## src/sv/kdeq_pkg.sv

```systemverilog
package kdeq_pkg;

   localparam int KEYS_DEFAULT  = 6;
   localparam int SLOTS_DEFAULT = 12;

   localparam int PIN_W   = 6;
   localparam int COUNT_W = 4;
   localparam int CODE_W  = 3;
   localparam int QCNT_W  = 4;

   localparam int REQ_TDATA_W = 8;
   localparam int RSP_TDATA_W = 16;

   localparam int CSR_INDEX_W = 1;
   localparam int CSR_DATA_W  = 4;

   typedef enum logic [CSR_INDEX_W-1:0] {
      CSR_DEBOUNCE_TICKS = 1'b0,
      CSR_PRESSED_LEVEL  = 1'b1
   } csr_index_type;

   typedef enum logic {
      OP_SCAN = 1'b0,
      OP_POP  = 1'b1
   } op_type;

   typedef struct packed {
      logic push;
      logic stable;
   } lane_status_type;

endpackage

```

## src/sv/kdeq_lane.sv

```systemverilog
module kdeq_lane (
   input  logic                           clock,
   input  logic                           reset,
   input  logic                           scan,
   input  logic                           pin_level,
   input  logic                           pressed_level,
   input  logic [kdeq_pkg::COUNT_W-1:0]   debounce_ticks,
   output kdeq_pkg::lane_status_type      status
);

   logic                         last_ff;
   logic                         last_in;
   logic                         stable_ff;
   logic                         stable_in;
   logic [kdeq_pkg::COUNT_W-1:0] count_ff;
   logic [kdeq_pkg::COUNT_W-1:0] count_in;
   logic [kdeq_pkg::COUNT_W-1:0] count_inc;
   logic                         raw;
   logic                         push;

   always_comb begin
      raw       = (pin_level == pressed_level);
      count_inc = count_ff + kdeq_pkg::COUNT_W'(1);
      last_in   = last_ff;
      stable_in = stable_ff;
      count_in  = count_ff;
      push      = 1'b0;
      if (scan) begin
         if (raw != last_ff) begin
            last_in  = raw;
            count_in = '0;
         end else if (count_ff < debounce_ticks) begin
            count_in = count_inc;
            if (count_inc == debounce_ticks && raw != stable_ff) begin
               stable_in = raw;
               push      = raw;
            end
         end
      end
   end

   always_ff @(posedge clock) begin
      if (reset) begin
         last_ff   <= 1'b0;
         stable_ff <= 1'b0;
         count_ff  <= '1;
      end else begin
         last_ff   <= last_in;
         stable_ff <= stable_in;
         count_ff  <= count_in;
      end
   end

   assign status.push   = push;
   assign status.stable = stable_in;

endmodule

```

## src/sv/kdeq_ring.sv

```systemverilog
module kdeq_ring #(
   parameter int NumKeys   = kdeq_pkg::KEYS_DEFAULT,
   parameter int RingSlots = kdeq_pkg::SLOTS_DEFAULT
) (
   input  logic                          clock,
   input  logic                          reset,
   input  logic                          scan,
   input  logic                          pop,
   input  logic [NumKeys-1:0]            push,
   output logic                          event_valid,
   output logic [kdeq_pkg::CODE_W-1:0]   event_key,
   output logic [kdeq_pkg::QCNT_W-1:0]   queue_count
);

   localparam int PtrW = $clog2(RingSlots);
   localparam int SumW = $clog2(RingSlots + NumKeys);

   logic [kdeq_pkg::CODE_W-1:0] ring_ff [RingSlots];
   logic [kdeq_pkg::CODE_W-1:0] ring_in [RingSlots];
   logic [PtrW-1:0]             wptr_ff;
   logic [PtrW-1:0]             wptr_in;
   logic [PtrW-1:0]             rptr_ff;
   logic [PtrW-1:0]             rptr_in;
   logic [PtrW-1:0]             count_ff;
   logic [PtrW-1:0]             count_in;
   logic [PtrW-1:0]             wptr_run;
   logic [PtrW-1:0]             rptr_inc;
   logic [SumW-1:0]             pushes;
   logic [SumW-1:0]             total;
   logic [PtrW:0]               rptr_diff;

   always_comb begin
      ring_in     = ring_ff;
      wptr_run    = wptr_ff;
      pushes      = '0;
      wptr_in     = wptr_ff;
      rptr_in     = rptr_ff;
      count_in    = count_ff;
      total       = '0;
      rptr_diff   = '0;
      event_valid = 1'b0;
      event_key   = '0;
      rptr_inc    = (rptr_ff == PtrW'(RingSlots - 1)) ? '0 : rptr_ff + PtrW'(1);
      if (scan) begin
         for (int i = 0; i < NumKeys; i++) begin
            if (push[i]) begin
               ring_in[wptr_run] = kdeq_pkg::CODE_W'(i + 1);
               wptr_run = (wptr_run == PtrW'(RingSlots - 1)) ? '0 : wptr_run + PtrW'(1);
               pushes = pushes + SumW'(1);
            end
         end
         total = SumW'(count_ff) + pushes;
         if (total > SumW'(RingSlots - 1)) begin
            count_in = PtrW'(RingSlots - 1);
         end else begin
            count_in = total[PtrW-1:0];
         end
         wptr_in = wptr_run;
         if (wptr_run >= count_in) begin
            rptr_diff = {1'b0, wptr_run} - {1'b0, count_in};
         end else begin
            rptr_diff = {1'b0, wptr_run} + (PtrW+1)'(RingSlots) - {1'b0, count_in};
         end
         rptr_in = rptr_diff[PtrW-1:0];
      end else if (pop && count_ff != '0) begin
         event_valid = 1'b1;
         event_key   = ring_ff[rptr_ff];
         rptr_in     = rptr_inc;
         count_in    = count_ff - PtrW'(1);
      end
   end

   always_ff @(posedge clock) begin
      ring_ff <= ring_in;
   end

   always_ff @(posedge clock) begin
      if (reset) begin
         wptr_ff  <= '0;
         rptr_ff  <= '0;
         count_ff <= '0;
      end else begin
         wptr_ff  <= wptr_in;
         rptr_ff  <= rptr_in;
         count_ff <= count_in;
      end
   end

   assign queue_count = kdeq_pkg::QCNT_W'(count_in);

endmodule

```

## src/sv/key_debounce_event_queue.sv

```systemverilog
// Key debouncer bank with a press-event queue.
// req channel: one transfer per item. req_tuser selects the operation (scan tick
// or pop); req_tdata carries the raw pin levels, one bit per key, used on a scan.
// rsp channel: exactly one transfer per accepted item, in order. rsp_tuser is
// set when a pop returned a queued event; rsp_tdata holds the popped key code,
// the stable pressed mask and the queue fill after the item.
// csr port: debounce tick count (index 0) and pressed pin level (index 1),
// written while the block is idle.
// Latency: the result is presented the cycle after the request transfer.
// Throughput: one item per cycle while rsp_tready is high; all key lanes and the queue push merge
// update in the same cycle as the request transfer.
// Stall: the result sits in the output register; a new request is accepted
// in the cycle that register is freed by rsp_tready, else req_tready drops.
// Reset: all keys released with saturated counters, queue empty,
// debounce ticks 2, pressed level 0. No clearing pass.
module key_debounce_event_queue #(
   parameter int NumKeys   = kdeq_pkg::KEYS_DEFAULT,
   parameter int RingSlots = kdeq_pkg::SLOTS_DEFAULT
) (
   input  logic                               clock,
   input  logic                               reset,
   input  logic                               req_tvalid,
   output logic                               req_tready,
   input  logic [kdeq_pkg::REQ_TDATA_W-1:0]   req_tdata,  // [5:0] pin_levels
   input  logic                               req_tuser,  // [0] operation
   output logic                               rsp_tvalid,
   input  logic                               rsp_tready,
   // [2:0] event_key, [8:3] stable_pressed, [12:9] queue_count
   output logic [kdeq_pkg::RSP_TDATA_W-1:0]   rsp_tdata,
   output logic                               rsp_tuser,  // [0] event_valid
   input  logic                               csr_we,
   input  logic [kdeq_pkg::CSR_INDEX_W-1:0]   csr_index,
   input  logic [kdeq_pkg::CSR_DATA_W-1:0]    csr_wdata
);

   logic [kdeq_pkg::COUNT_W-1:0]     ticks_ff;
   logic                             level_ff;
   logic                             rsp_valid_ff;
   logic                             rsp_valid_in;
   logic [kdeq_pkg::RSP_TDATA_W-1:0] rsp_data_ff;
   logic                             rsp_user_ff;
   logic                             req_fire;
   logic                             scan;
   logic                             pop;
   kdeq_pkg::lane_status_type        status [NumKeys];
   logic [NumKeys-1:0]               push;
   logic [kdeq_pkg::PIN_W-1:0]       stable_pressed;
   logic                             event_valid;
   logic [kdeq_pkg::CODE_W-1:0]      event_key;
   logic [kdeq_pkg::QCNT_W-1:0]      queue_count;

   assign req_tready = !rsp_valid_ff || rsp_tready;
   assign req_fire   = req_tvalid && req_tready;
   assign scan       = req_fire && (req_tuser == kdeq_pkg::OP_SCAN);
   assign pop        = req_fire && (req_tuser == kdeq_pkg::OP_POP);

   always_ff @(posedge clock) begin
      if (reset) begin
         ticks_ff <= kdeq_pkg::COUNT_W'(2);
         level_ff <= 1'b0;
      end else if (csr_we) begin
         case (csr_index)
            kdeq_pkg::CSR_DEBOUNCE_TICKS: ticks_ff <= csr_wdata[kdeq_pkg::COUNT_W-1:0];
            kdeq_pkg::CSR_PRESSED_LEVEL:  level_ff <= csr_wdata[0];
            default: ;
         endcase
      end
   end

   for (genvar i = 0; i < NumKeys; i++) begin : g_lane
      logic pin;
      if (i < kdeq_pkg::PIN_W) begin : g_pin
         assign pin = req_tdata[i];
      end else begin : g_nopin
         assign pin = 1'b0;
      end
      kdeq_lane u_lane (
         .clock          (clock),
         .reset          (reset),
         .scan           (scan),
         .pin_level      (pin),
         .pressed_level  (level_ff),
         .debounce_ticks (ticks_ff),
         .status         (status[i])
      );
      assign push[i] = status[i].push;
   end

   for (genvar b = 0; b < kdeq_pkg::PIN_W; b++) begin : g_stable
      if (b < NumKeys) begin : g_key
         assign stable_pressed[b] = status[b].stable;
      end else begin : g_none
         assign stable_pressed[b] = 1'b0;
      end
   end

   kdeq_ring #(
      .NumKeys   (NumKeys),
      .RingSlots (RingSlots)
   ) u_ring (
      .clock       (clock),
      .reset       (reset),
      .scan        (scan),
      .pop         (pop),
      .push        (push),
      .event_valid (event_valid),
      .event_key   (event_key),
      .queue_count (queue_count)
   );

   always_comb begin
      rsp_valid_in = rsp_valid_ff;
      if (req_fire) begin
         rsp_valid_in = 1'b1;
      end else if (rsp_tready) begin
         rsp_valid_in = 1'b0;
      end
   end

   always_ff @(posedge clock) begin
      if (reset) begin
         rsp_valid_ff <= 1'b0;
      end else begin
         rsp_valid_ff <= rsp_valid_in;
      end
   end

   always_ff @(posedge clock) begin
      if (req_fire) begin
         rsp_user_ff <= event_valid;
         rsp_data_ff <= {3'b000, queue_count, stable_pressed, event_key};
      end
   end

   assign rsp_tvalid = rsp_valid_ff;
   assign rsp_tdata  = rsp_data_ff;
   assign rsp_tuser  = rsp_user_ff;

endmodule
```

## config.mk

```make
export PLATFORM = sky130hd
export DESIGN_NAME = key_debounce_event_queue
export DESIGN_NICKNAME = d
export VERILOG_FILES = /design/src/sv/kdeq_pkg.sv /design/src/sv/kdeq_lane.sv /design/src/sv/kdeq_ring.sv /design/src/sv/key_debounce_event_queue.sv
export SDC_FILE = /design/constraint.sdc
export NUM_CORES = 1
export LEC_CHECK = 0
export BUFFER_PORTS_ARGS = -buffer_cell sky130_fd_sc_hd__clkbuf_2
export CORE_MARGIN = 2
export CORE_UTILIZATION = 25
export CTS_CLUSTER_DIAMETER = 30
export DETAILED_ROUTE_END_ITERATION = 16
export GPL_TIMING_DRIVEN = 0
export PLACE_DENSITY_LB_ADDON = 0.08
export SYNTH_ARGS = -nofsm -noshare
export SYNTH_HDL_FRONTEND = slang
export SYNTH_HIERARCHICAL = 1
export SYNTH_SLANG_ARGS = --single-unit
```

## constraint.sdc

```tcl
create_clock -name clock -period 15 [get_ports clock]
set_clock_uncertainty 0.05 [all_clocks]
set_input_delay 0.75 -clock clock [delete_from_list [all_inputs] [get_ports clock]]
set_output_delay 0.75 -clock clock [all_outputs]
set_load 0.03 [all_outputs]
```

Word-level counts from Yosys, hierarchy flattened
Index checks and enable logic that the tools add are counted.
{"block": "word_totals", "out_inout_bits": 19, "wordCells": 311, "inputBits": 19, "reg_bits": 104}
{"block": "classes", "eq_ne": 31, "n_lt_le_gt_ge": 21, "add_sub_neg": 23, "bitwise_logic": 28, "n_reduce_logical": 42, "mux": 127}
{"cell": "36-bit 2-to-1 mux", "count": 11}
{"cell": "4-bit 2-to-1 mux", "count": 38}
{"cell": "24-bit bitwise AND", "count": 3}
{"cell": "3-bit demux with 4-bit select", "count": 6}
{"cell": "24-bit NOT", "count": 3}
{"cell": "24-bit bitwise OR", "count": 3}
{"cell": "5-bit 2-to-1 mux", "count": 11}
{"cell": "4-bit by 1-bit adder with 4-bit output (second input constant)", "count": 13}
{"cell": "1-bit 2-to-1 mux", "count": 52}
{"cell": "12-bit bitwise AND", "count": 3}
{"cell": "12-bit NOT", "count": 3}
{"cell": "12-bit bitwise OR", "count": 3}
{"cell": "5-bit >= comparator (second input constant)", "count": 7}
{"cell": "4-bit NOT with 5-bit output", "count": 7}
{"cell": "5-bit by 1-bit < comparator with 1-bit output (second input constant)", "count": 6}
{"cell": "4-bit equality test (second input constant)", "count": 7}
{"cell": "2-bit AND reduction", "count": 14}
{"cell": "5-bit by 1-bit adder with 5-bit output (second input constant)", "count": 5}
{"cell": "4-bit equality test", "count": 6}
{"cell": "4-bit < comparator", "count": 6}
{"cell": "3-bit 2-to-1 mux", "count": 8}
{"cell": "1-bit logical AND", "count": 16}
{"cell": "2-bit nonzero test", "count": 8}
{"cell": "3-bit binary-select mux with 4-bit select", "count": 1}
{"cell": "other kinds (13)", "count": 32}

Logic depth before layout (Yosys ltp)
{"block": "depth", "depth_word": 33, "mapped_depth": 39}

Hierarchy
Netlist, hierarchy kept.
{"module": "kdeq_ring", "n_inst": 1, "area_each_um2": 5165.0, "seq_area_each_um2": 1321.3, "cells_each": 613}
{"module": "kdeq_lane", "n_inst": 6, "area_each_um2": 498.0, "seq_area_each_um2": 120.1, "cells_each": 54}
{"module": "key_debounce_event_queue", "n_inst": 1, "area_each_um2": 725.7, "seq_area_each_um2": 540.5, "cells_each": 47}

Least setup slack after synthesis
Ideal clock, no wire load.
{"block": "synth_path", "kind": "input to register", "startpoint": "input rsp_tready", "endpoint": "register u_ring.rptr_ff[3]", "t_required_ps": 14869, "stages": 39, "setup_slack_ps": 2563, "arrival_time_ps": 12307, "path_cell_list": "nand2b_1 > nor3b_1 > inv_1 > a2111oi_2 > nand4_1 > nor4bb_1 > buf_4 > buf_4 > buf_6 > clkbuf_1 > inv_1 > ha_1 > clkbuf_1 > xor2_1 > ha_1 > mux2_2 > ha_1 > mux2i_1 > [... 3 more ...] > o21ai_0 > inv_1 > fa_1 > inv_1 > a21o_1 > a21oi_1 > xor2_1 > nand2_1 > nor2_1 > inv_1 > ha_1 > inv_1 > fa_1 > xnor2_1 > and3_1 > a311oi_1 > or2_1 > a41oi_1"}
{"block": "synth_between", "elab_chain_len": 30, "word_cells_on_any_way": 66, "cone_classes": "add/sub: 14; order compare: 2; eq/ne: 5; mux: 39; reduce/logical: 6"}
{"element": "from (decl)", "line": "key_debounce_event_queue.sv:27", "text": "input logic rsp_tready,"}
{"element": "1-bit logical OR *", "line": "key_debounce_event_queue.sv:52", "text": "assign req_tready = !rsp_valid_ff || rsp_tready;"}
{"element": "1-bit logical AND *", "line": "key_debounce_event_queue.sv:53", "text": "assign req_fire = req_tvalid && req_tready;"}
{"element": "1-bit logical AND *", "line": "key_debounce_event_queue.sv:54", "text": "assign scan = req_fire && (req_tuser == kdeq_pkg::OP_SCAN);"}
{"element": "via scan", "line": "key_debounce_event_queue.sv:43", "text": "logic scan;"}
{"element": "1-bit 2-to-1 mux *", "line": "kdeq_lane.sv:28", "text": "if (scan) begin"}
{"element": "via g_lane[0].u_lane.push", "line": "kdeq_lane.sv:19", "text": "logic push;"}
{"element": "branches (longest 24 deep; another with 5-bit by 1-bit adder with 5-bit output)"}
{"element": "4-bit 2-to-1 mux *", "line": "kdeq_ring.sv:59", "text": "if (wptr_run >= count_in) begin"}
{"element": "4-bit 2-to-1 mux *", "line": "kdeq_ring.sv:44", "text": "if (scan) begin"}
{"element": "to (signal assigned)", "line": "kdeq_ring.sv:84", "text": "rptr_ff <= rptr_in;"}
{"element": "to (decl)", "line": "kdeq_ring.sv:22", "text": "logic [PtrW-1:0] rptr_ff;"}
Mark *: on every way through the listed nets, which the timed path passes. The select of a mux whose other input is x is not followed.
A chain may end at the register's enable or synchronous reset.

Worst setup path after layout
Same ends and word-level chain as after synthesis.

==> results.ini <==
[run_status]
run_status = finished, final reports clean

[yosys]
fraction_of_synthesis_flops_using_an_asynchronous_set_or_reset_pin = 0
synth-warning-count = 6
synth_seq_area_share = 0.291
synth_flop_cell = dfxtp_1
synth_cell_types = 89
synthAdderAreaFrac = 0.108
synth_cells = 984
synthesis.area_um2 = 8880
postSynthRegisterBits = 104
synth_top_area_cell = edfxtp_1
synth_simple_gate_area_frac = 0.187
synth_edf_count = 50
synthesis.area_per_instance_um2 = 9.02
synth_top_cells_by_area = edfxtp_1, dfxtp_1, ha_1
synth-compound-area-share = 0.215
synthXorXnorAreaFrac = 0.0822
largest_family_of_logic_cells_by_synthesized_area = compound AO/OA/AOI/OAI gates
synth_largest_type_area_fraction = 0.169
yosys-mux-area-fraction = 0.0550

[sta]
layout_min_cycle_time_ns = 9.60
timing.slew.headroom = 0.306
final_hold_viol_count = 0
final_min_period_over_clock_period = 0.640
finalMaxSlewViolations = 0
grt_setup_unrepaired = false
layout_setup_ws_ns = 5.40
fmax_ghz = 0.104
worst_tran_pin_value_ns = 1.04
final-setup-viol-count = 0

[die]
chipWidth_um = 192
floorplan.io_pins = 38
floorplan.initialDensity = 0.251
fp-row-count = 69
coreArea_um2 = 35300
die-area_um2 = 37000
die-height_um = 192

[global_routing]
wire_length_of_the_first_global_routing_pass_um = 42400
grt_util_all_layers = 0.151
globalRouteOverflowTotal = 0
grt_antenna_before_repair = 0
number_of_global_route_vias_before_repair = 7362
largest_net_degree_at_the_start_of_global_routing = 41

[routing]
detailedRoute.firstIterationViolations = 428
routed-via-count = 7305
final_routed_wirelength_across_all_metal_layers_um = 26600
firstDrtPassIters = 5
routed_wire_length_per_instance_um = 17.7
drt_drc_violations_left = 0
route.antenna.remaining_nets = 0
routed_via_density = 4.87

[pwr]
internal_power_uw = 528
netSwitchingFraction = 0.304
seqPwrFrac = 0.436
power.switching_uw = 230
pwr-share-comb = 0.226
power_frac_clock = 0.339
vdd_drop_max_mv = 0.0534
p_leak_uw = 0.00402
power.density_cell_area_nw_per_um2 = 75.8

[min_path]
holdCritPathClass = register to register
hold-path-endpoint = g_lane[3].u_lane/count_ff[2]$_SDFFE_PP1P_
min_from = g_lane[3].u_lane/count_ff[2]$_SDFFE_PP1P_
worst_hold_path.num_cells = 2

[setup_path]
cpLargestDelayFamily = simple AND/OR/NAND/NOR gates
worstRegToRegCells = 41
timing.critical_path.buf_inv = 15
critical-path-max-stage-delay_ns = 0.73
reg2reg_from = rsp_tvalid$_SDFFE_PP0P_
worst-endpoint-required_ns = 15.24
timing_worst_setup_path_type = input port to register
timing.critical_path.fanout_max = 10
timing.critical_path.mode_cell = inv_1
r2r_setup_slack_ns = 5.57
worst_ep_arrival_time_ns = 9.84
critPathLaunchType = input port
worst_r2r_end = u_ring/rptr_ff[3]$_SDFFE_PP0P_
critPathCaptureType = register
timing.critical_path.slowest_stage_cell = nor3b_2

[finish]
sequential_cell_area_um2 = 2580
n_antenna_cell = 0
most-common-layout-cells = nand2_1, inv_1, ha_1, nor2_1, a21oi_1
mostFrequentLayoutCell = nand2_1
fill_cells = 3812
utilization = 0.283
multi_input_comb_area_um2 = 5750
area_growth_syn_to_layout_pct = 12.7
final_layout_size_suffix_gt1_frac = 0.148
finish.net_count = 1128

[placed_design]
dp_slack_ns = 4.91
hpwlAfterDp_um = 21200
finalWeightedCongestion = 0.830
io_buffer_count = 32

[clocking]
ctsHtreeMaxLevel = 3
cts_made_buffers = 9
cts.sink_count = 104
cts.repair_timing.setup_buffer_count = 0
cts_max_path_buffers = 2
cts-resized-gates = 0
cts.hold.buffers_added = 0
clk_pin_slew_ns = 0.07
root_cell_of_the_clock_tree = clkbuf_16
tritoncts_clock_tree = done
clock_latency_ns = 0.37

[job]
cap_violations = 0

synthesized netlist by cell type (all sizes together) (9+ instances only):
master / number
a211oi: 15
a21boi: 16
a21oi: 60
a221o: 12
a31oi: 25
and2: 14
buf: 31
clkbuf: 16
dfxtp: 54
edfxtp: 50
ha: 70
inv: 74
mux2i: 24
mux4: 9
nand2: 96
nand2b: 13
nand3: 37
nor2: 70
nor2b: 10
nor3: 11
o211ai: 10
o21ai: 50
o22ai: 21
or2: 10
xnor2: 33
xor2: 25
layer usage:
layer / share of wire / GRT usage / up-vias / wire length, um
met2: 0.47 / 0.251 / 81 / 12500
met3: 0.021 / 0.0202 / 25 / 568
met1: 0.48 / 0.201 / 3515 / 12900
met5: 0 / 0 / - / 0
li1: - / - / 3684 / -
met4: 0.025 / 0.0496 / 0 / 678
flip-flops by register name, indices dropped and copies added, names as in the netlist, 6 cells and up:
name	flops
rsp_tdata	13
u_ring/ring_ff	36
g_lane.u_lane/count_ff	24
g_lane.u_lane/stable_ff	6
g_lane.u_lane/last_ff	6
power by group through the flow:
stage,Clock [uW],Combinational (uW),Sequential [uW]
floorplan,0,125,337
global placement,0,172,339
detailed placement,0,172,337
CTS,269,173,331
global route,279,193,333
finish,257,171,330
final cells by class:
| cell class | instances | share of cell area |
|---|---|---|
| buffer | 47 | 0.0276 |
| clock buffer | 11 | 0.0254 |
| clock inverter | 5 | 0.00525 |
| inverter | 74 | 0.0278 |
| multi-input combinational | 761 | 0.575 |
| sequential | 104 | 0.258 |
| tap | 461 | 0.0576 |
| timing repair buffer | 38 | 0.0231 |
worst register-to-register path, delay by kind of cell (launching register included):
| kind | cells | cell delay (ns) |
|---|---|---|
| xor gates and xnor gates | 3 | 0.63 |
| buffers and inverters | 14 | 2.35 |
| AOI/OAI and AO/OA | 6 | 0.79 |
| DFF | 1 | 0.32 |
| muxes | 2 | 0.48 |
| adders and majority gates | 7 | 2.38 |
| and+or+nand+nor | 9 | 2.37 |
cells by family after synthesis:
kind of cell	count (synthesis)
mux	37
other cells	1
flops	104
simple gates	315
xor+xnor	64
compound gates	268
fa+ha+maj	74
buf+inv	121
worst max path at each step:
stage	startpoint	end	slack [ns]	depth (start not counted)
5_1_grt	rsp_tready	u_ring/rptr_ff[3]$_SDFFE_PP0P_	4.40	42
4_1_cts	rsp_tready	u_ring/rptr_ff[3]$_SDFFE_PP0P_	5.28	42
6_report	rsp_tready	u_ring/rptr_ff[3]$_SDFFE_PP0P_	5.40	42
3_5_place_dp	rsp_tready	u_ring/rptr_ff[3]$_SDFFE_PP0P_	4.91	42
3_3_place_gp	rsp_tready	u_ring/rptr_ff[3]$_SDFFE_PP0P_	-2.87	40
2_1_floorplan	rsp_tready	u_ring/rptr_ff[3]$_SDFFE_PP0P_	2.56	39
through the flow:
step | TNS [ns] | std cells | hold WS (ns) | cell area (um2) | total power [uW]
3_5_place_dp | 0 | 1485 | 0.467 | 9700 | 509
5_1_grt | 0 | 1501 | 0.519 | 10000 | 805
4_1_cts | 0 | 1501 | 0.482 | 10000 | 772
2_1_floorplan | 0 | 986 | 0.429 | 8890 | 462
3_3_place_gp | -42.56 | 1479 | 0.468 | 9620 | 511
6_report | 0 | 1501 | 0.478 | 10000 | 758
Note: power is estimated with default switching activity, not from simulation.
